## src/rtl/core/quantized_linear_layer_macros.svh

```systemverilog
// assertion macros used by the quantized linear layer module
`ifndef QUANTIZED_LINEAR_LAYER_MACROS_SVH
`define QUANTIZED_LINEAR_LAYER_MACROS_SVH

// same-cycle implication, checked on clk, off during rst
`define QLL_ASSERT_NOW(label, pre, post) \
  label: assert property (@(posedge clk) disable iff (rst) (pre) |-> (post)) \
    else $error("assertion failed");

// next-cycle implication, checked on clk, off during rst
`define QLL_ASSERT_NEXT(label, pre, post) \
  label: assert property (@(posedge clk) disable iff (rst) (pre) |=> (post)) \
    else $error("assertion failed");

`endif

```

## src/rtl/core/qll_pkg.sv

```systemverilog
// types and constants of the quantized linear layer
package qll_pkg;

  localparam int INT8_LIMIT = 127;
  localparam int IN_DATA_W  = 88;
  localparam int OUT_DATA_W = 40;

  typedef enum logic [1:0] {
    ACT_LOAD_WEIGHT = 2'd0,
    ACT_LOAD_SCALE  = 2'd1,
    ACT_ELEMENT     = 2'd2
  } action_t;

  typedef enum logic [2:0] {
    REG_INPUT_SCALE     = 3'd0,
    REG_INPUT_INV_SCALE = 3'd1,
    REG_IN_FEATURES     = 3'd2,
    REG_OUT_FEATURES    = 3'd3,
    REG_RELU_ENABLE     = 3'd4
  } reg_index_t;

  typedef struct packed {
    logic acc_en;
    logic shift_en;
    logic clear;
  } cell_ctrl_t;

endpackage

```

## src/rtl/core/qll_cell.sv

```systemverilog
// one column accumulator cell of the chain
module qll_cell
  import qll_pkg::*;
(
  input  logic               clk,
  input  logic               rst,
  input  cell_ctrl_t         ctrl,
  input  logic signed [7:0]  q,
  input  logic signed [7:0]  w,
  input  logic [31:0]        acc_in,
  output logic [31:0]        acc
);

  logic signed [15:0] prod;

  assign prod = q * w;

  always_ff @(posedge clk) begin
    if (rst) begin
      acc <= '0;
    end else if (ctrl.clear) begin
      acc <= '0;
    end else if (ctrl.shift_en) begin
      acc <= acc_in;
    end else if (ctrl.acc_en) begin
      acc <= acc + {{16{prod[15]}}, prod};
    end
  end

endmodule

```

## src/rtl/core/qll_chain.sv

```systemverilog
// row of accumulator cells, shifting toward cell zero during readout
module qll_chain
  import qll_pkg::*;
#(
  parameter int N = 16
) (
  input  logic                  clk,
  input  logic                  rst,
  input  cell_ctrl_t            ctrl,
  input  logic signed [7:0]     q,
  input  logic [N-1:0][7:0]     w_row,
  output logic [31:0]           head
);

  logic [31:0] accs [N];

  for (genvar i = 0; i < N; i++) begin : g_cell
    logic [31:0] from_next;
    if (i == N - 1) begin : g_end
      assign from_next = '0;
    end else begin : g_mid
      assign from_next = accs[i+1];
    end
    qll_cell u_cell (
      .clk    (clk),
      .rst    (rst),
      .ctrl   (ctrl),
      .q      (q),
      .w      ($signed(w_row[i])),
      .acc_in (from_next),
      .acc    (accs[i])
    );
  end

  assign head = accs[0];

endmodule

```

## config.mk

```make
export PLATFORM = sky130hd
export DESIGN_NAME = qll_chain
export DESIGN_NICKNAME = d
export VERILOG_FILES = /design/src/rtl/core/quantized_linear_layer_macros.svh /design/src/rtl/core/qll_pkg.sv /design/src/rtl/core/qll_cell.sv /design/src/rtl/core/qll_chain.sv
export SDC_FILE = /design/constraint.sdc
export NUM_CORES = 2
export LEC_CHECK = 0
export CORE_MARGIN = 2
export CORE_UTILIZATION = 44
export DETAILED_ROUTE_END_ITERATION = 7
export DONT_BUFFER_PORTS = 1
export PLACE_DENSITY_LB_ADDON = 0.12
export SETUP_SLACK_MARGIN = 0.02
export SYNTH_ARGS = -nofsm -noshare
export SYNTH_HDL_FRONTEND = slang
export SYNTH_HIERARCHICAL = 1
export SYNTH_SLANG_ARGS = --single-unit
```

## constraint.sdc

```tcl
create_clock -name clk -period 8.5 [get_ports clk]
set_clock_uncertainty 0.1 [all_clocks]
set_input_delay 1.7 -clock clk [delete_from_list [all_inputs] [get_ports clk]]
set_output_delay 1.7 -clock clk [all_outputs]
set_load 0.02 [all_outputs]
```

==> report_table.html <==
<table>
<tr><th>Metric</th><th>Value</th></tr>
<tr><th colspan="2">Status</th></tr>
<tr><td>Run status</td><td>finished with violations</td></tr>
<tr><td>Failing checks</td><td>slew limit</td></tr>
<tr><th colspan="2">Routing</th></tr>
<tr><td>Number of DRC violations after detailed routing</td><td>0</td></tr>
<tr><td>Total wire length after detailed routing</td><td>247 mm</td></tr>
<tr><td>Antenna violation net count after detailed routing</td><td>0</td></tr>
<tr><td>Via count normalized by instance count</td><td>5.55</td></tr>
<tr><td>Initial DRT Pass Iterations</td><td>6</td></tr>
<tr><td>Average detailed-routed wire length per instance</td><td>18.5 um</td></tr>
<tr><td>Vias</td><td>74.1k</td></tr>
<tr><td>Starting DRT DRC Count</td><td>4115</td></tr>
<tr><th colspan="2">Logic synthesis</th></tr>
<tr><td>Count of state elements after synthesis</td><td>512</td></tr>
<tr><td>Synthesized area divided by synthesized cell count</td><td>8.21 um2</td></tr>
<tr><td>Most area-hungry cell type in the Yosys netlist</td><td>sky130_fd_sc_hd__fa_1</td></tr>
<tr><td>Synthesized cell area</td><td>88000 um2</td></tr>
<tr><td>Sequential cell area fraction in the yosys report</td><td>11.7%</td></tr>
<tr><td>Share of async-settable or async-resettable flops after synthesis</td><td>0%</td></tr>
<tr><td>Warnings from Yosys</td><td>6</td></tr>
<tr><td>Most area-consuming cells after synthesis</td><td>sky130_fd_sc_hd__fa_1 20%, sky130_fd_sc_hd__ha_1 14%, sky130_fd_sc_hd__dfxtp_1 12%</td></tr>
<tr><td>EDFF count, synth</td><td>0</td></tr>
<tr><td>Synth top area share</td><td>20.4%</td></tr>
<tr><td>Cell count after synthesis</td><td>10.7k</td></tr>
<tr><td>Number of different library cells in the post-synthesis netlist</td><td>119</td></tr>
<tr><td>Leading register cell type out of synthesis</td><td>sky130_fd_sc_hd__dfxtp_1</td></tr>
<tr><th colspan="2">Cells and area</th></tr>
<tr><td>Largest reg by FF count</td><td>g_cell.u_cell/acc</td></tr>
<tr><td>Proportion of layout cells with a drive suffix above 1</td><td>4.50%</td></tr>
<tr><td>Area growth from synthesis to layout</td><td>6.22%</td></tr>
<tr><td>Number of flip-flops under the largest register name</td><td>512</td></tr>
<tr><td>Top library cells by usage in the layout, fill and taps aside</td><td>1511 x sky130_fd_sc_hd__inv_1, 1036 x sky130_fd_sc_hd__a21oi_1, 960 x sky130_fd_sc_hd__ha_1, 896 x sky130_fd_sc_hd__fa_1, 723 x sky130_fd_sc_hd__and2_1</td></tr>
<tr><td>Filler-free cell count of the finished design</td><td>13.3k</td></tr>
<tr><td>Most common library cell in the layout ignoring fill and taps</td><td>sky130_fd_sc_hd__inv_1</td></tr>
<tr><td>Biggest registers after layout</td><td>g_cell.u_cell/acc x512</td></tr>
<tr><td>Total Nets Final</td><td>12.6k</td></tr>
<tr><th colspan="2">Global route</th></tr>
<tr><td>Grt ovf</td><td>0</td></tr>
<tr><td>Fraction of met3 tracks used by global routing</td><td>2.43%</td></tr>
<tr><td>Antenna violations before repair</td><td>7</td></tr>
<tr><td>Global Route met1 Usage</td><td>31.7%</td></tr>
<tr><td>Pin count of the biggest net entering global routing</td><td>594</td></tr>
<tr><td>Vias in the first global route</td><td>75.1k</td></tr>
<tr><td>Wire length of the first global-routing pass</td><td>404 mm</td></tr>
<tr><td>Met2 Track Usage GR</td><td>42.8%</td></tr>
<tr><td>GRT Util Overall</td><td>24.1%</td></tr>
<tr><td>Most used routing layer in global routing</td><td>met2</td></tr>
<tr><th colspan="2">Clock tree</th></tr>
<tr><td>Clock tree buffer depth</td><td>3</td></tr>
<tr><td>Setup Fix Bufs, Post-CTS</td><td>0</td></tr>
<tr><td>Clock tree root buffer cell</td><td>sky130_fd_sc_hd__clkbuf_16</td></tr>
<tr><td>Total of hold buffers inserted after clock tree synthesis</td><td>0</td></tr>
<tr><td>Number of clock buffers inserted by TritonCTS</td><td>72</td></tr>
<tr><td>Sink count of the clock tree</td><td>512</td></tr>
<tr><td>Clk Latency, worst-skew pair</td><td>680 ps</td></tr>
<tr><td>Clock slew at reported path FFs</td><td>50 ps</td></tr>
<tr><td>Post-CTS sizing</td><td>0</td></tr>
<tr><td>Number of H-tree branching levels</td><td>3</td></tr>
<tr><td>TritonCTS clock tree</td><td>built</td></tr>
<tr><th colspan="2">Critical path</th></tr>
<tr><td>Max FO, Critical Path</td><td>128</td></tr>
<tr><td>Largest stage delay on the critical path</td><td>540 ps</td></tr>
<tr><td>CP startpoint kind</td><td>input pin</td></tr>
<tr><td>Required time at the endpoint of the critical path</td><td>9000 ps</td></tr>
<tr><td>Cell type of the slowest stage on the worst timing path</td><td>sky130_fd_sc_hd__fa_1</td></tr>
<tr><td>Endpoint class of the critical path</td><td>flop</td></tr>
<tr><td>Critical register-to-register path endpoint</td><td>g_cell[7].u_cell/acc[26]</td></tr>
<tr><td>FF-to-FF path depth</td><td>11</td></tr>
<tr><td>Startpoint of the most critical setup path</td><td>q[6]</td></tr>
<tr><td>FF-to-FF Start</td><td>g_cell[7].u_cell/acc[0]</td></tr>
<tr><td>Worst Setup Path Type</td><td>input pin to flop</td></tr>
<tr><td>R2r setup slk</td><td>5040 ps</td></tr>
<tr><td>WP data arrival</td><td>8760 ps</td></tr>
<tr><th colspan="2">Place</th></tr>
<tr><td>Number of port buffers</td><td>0</td></tr>
<tr><td>Minimum setup slack after placement</td><td>-178 ps</td></tr>
<tr><td>DP HPWL</td><td>187 mm</td></tr>
<tr><td>Cell Count Post-Placement</td><td>13.2k</td></tr>
<tr><td>Final Wtd Congestion</td><td>0.906</td></tr>
<tr><th colspan="2">STA</th></tr>
<tr><td>Setup_tns</td><td>0 ps</td></tr>
<tr><td>RSZ-0062 raised after global routing</td><td>false</td></tr>
<tr><td>Upper clock frequency limit</td><td>0.121 GHz</td></tr>
<tr><td>Number of setup violations in the final report</td><td>0</td></tr>
<tr><td>Worst Slack Setup Final</td><td>244 ps</td></tr>
<tr><td>Slew margin rel.</td><td>-101%</td></tr>
<tr><td>Portion of the clock cycle consumed by the worst path in the final layout</td><td>97.1%</td></tr>
<tr><td>Slew at the pin with the worst max-slew slack</td><td>3010 ps</td></tr>
<tr><td>Final Hold Fails</td><td>0</td></tr>
<tr><td>Min Clock Period, post-route</td><td>8260 ps</td></tr>
<tr><td>Final Hold Slack</td><td>394 ps</td></tr>
<tr><td>Number of pins exceeding their max-slew limit in the final report</td><td>674</td></tr>
<tr><th colspan="2">Min path</th></tr>
<tr><td>Beginning of the worst hold path</td><td>g_cell[14].u_cell/acc[18]</td></tr>
<tr><td>Capture endpoint of the worst hold path</td><td>g_cell[13].u_cell/acc[18]</td></tr>
<tr><td>Hold Path Depth</td><td>2</td></tr>
<tr><td>Class of the tightest hold or removal check</td><td>flop to flop</td></tr>
<tr><th colspan="2">Die</th></tr>
<tr><td>Height of the die</td><td>451 um</td></tr>
<tr><td>Boundary pin count</td><td>173</td></tr>
<tr><td>Initial cell density of the core</td><td>44.1%</td></tr>
<tr><td>Area of the core region</td><td>199000 um2</td></tr>
<tr><td>Die outline area</td><td>204000 um2</td></tr>
<tr><td>Number of rows in the core area</td><td>164</td></tr>
<tr><td>DIE WIDTH</td><td>451 um</td></tr>
<tr><th colspan="2">Run</th></tr>
<tr><td>Max-cap violation count</td><td>0</td></tr>
</table>
worst max-delay path, delay by kind of cell:
kind | cells | cell delay [ps]
buffers and inverters | 7 | 670
AOI/OAI and AO/OA | 7 | 2050
adders and majority gates | 6 | 2640
xor gates and xnor gates | 2 | 310
and+or+nand+nor | 7 | 1150
per-stage QoR:
stage,util [%],cell area (um2)
after floorplan,-,88100
after global placement,45.7,91000
after detailed placement,45.7,91000
after CTS,46.9,93400
after global routing,46.9,93400
final,46.9,93400
routing by layer:
metal / vias to the layer above / part of all wire, %
li1: 36179 / -
met1: 36379 / 45
met2: 1275 / 49
met3: 254 / 3.6
met4: 0 / 1.9
met5: - / 0
cell usage after synthesis, types with 38 or more instances:
cell,instances
sky130_fd_sc_hd__or3_1,62
sky130_fd_sc_hd__a211o_1,38
sky130_fd_sc_hd__nor2b_1,165
sky130_fd_sc_hd__dfxtp_1,512
sky130_fd_sc_hd__mux2i_1,190
sky130_fd_sc_hd__o21bai_1,127
sky130_fd_sc_hd__xor2_1,154
sky130_fd_sc_hd__clkbuf_1,217
sky130_fd_sc_hd__a211oi_1,157
sky130_fd_sc_hd__nand3_1,120
sky130_fd_sc_hd__xnor2_1,475
sky130_fd_sc_hd__a21o_1,206
sky130_fd_sc_hd__o211ai_1,44
sky130_fd_sc_hd__a21oi_1,1036
sky130_fd_sc_hd__fa_1,896
sky130_fd_sc_hd__a31oi_1,108
sky130_fd_sc_hd__ha_1,960
sky130_fd_sc_hd__o21ai_0,462
sky130_fd_sc_hd__inv_1,1511
sky130_fd_sc_hd__nand2_1,650
sky130_fd_sc_hd__o21ai_1,77
sky130_fd_sc_hd__nor3_1,102
sky130_fd_sc_hd__nand2b_1,84
sky130_fd_sc_hd__and3_1,92
sky130_fd_sc_hd__nor2_1,708
sky130_fd_sc_hd__o22ai_1,38
sky130_fd_sc_hd__and2_1,723
sky130_fd_sc_hd__and4_1,50
sky130_fd_sc_hd__buf_1,48
layout make-up:
class                           instances  area, um2
Sequential cell                       512      10200
Clock buffer                          100       2090
Inverter                             1524       5720
Tap cell                             2656       3320
Antenna cell                            3       7.51
Timing Repair Buffer                  106        858
Clock inverter                         23        295
Fill cell                           19768     106000
Multi-Input combinational cell       8416      70900
worst max-delay path by stage:
stage / endpoint / cells past startpoint
after floorplan: g_cell[4].u_cell/acc[31] / 26
after global placement: g_cell[11].u_cell/acc[28] / 25
after detailed placement: g_cell[11].u_cell/acc[28] / 25
after CTS: g_cell[11].u_cell/acc[28] / 25
after global routing: g_cell[11].u_cell/acc[23] / 25
final: g_cell[4].u_cell/acc[29] / 29
cells by family after synthesis:
| group | synth area share [%] |
|---|---|
| compound gates | 20.0 |
| xor+xnor | 6.38 |
| fa+ha+maj | 34.0 |
| buf+inv | 7.93 |
| flops | 11.7 |
| mux | 2.52 |
| other cells | 0.00426 |
| simple gates | 17.4 |
Power is not shown: default switching activity piles up to over one toggle a cycle in this logic, so the estimate is an artifact.
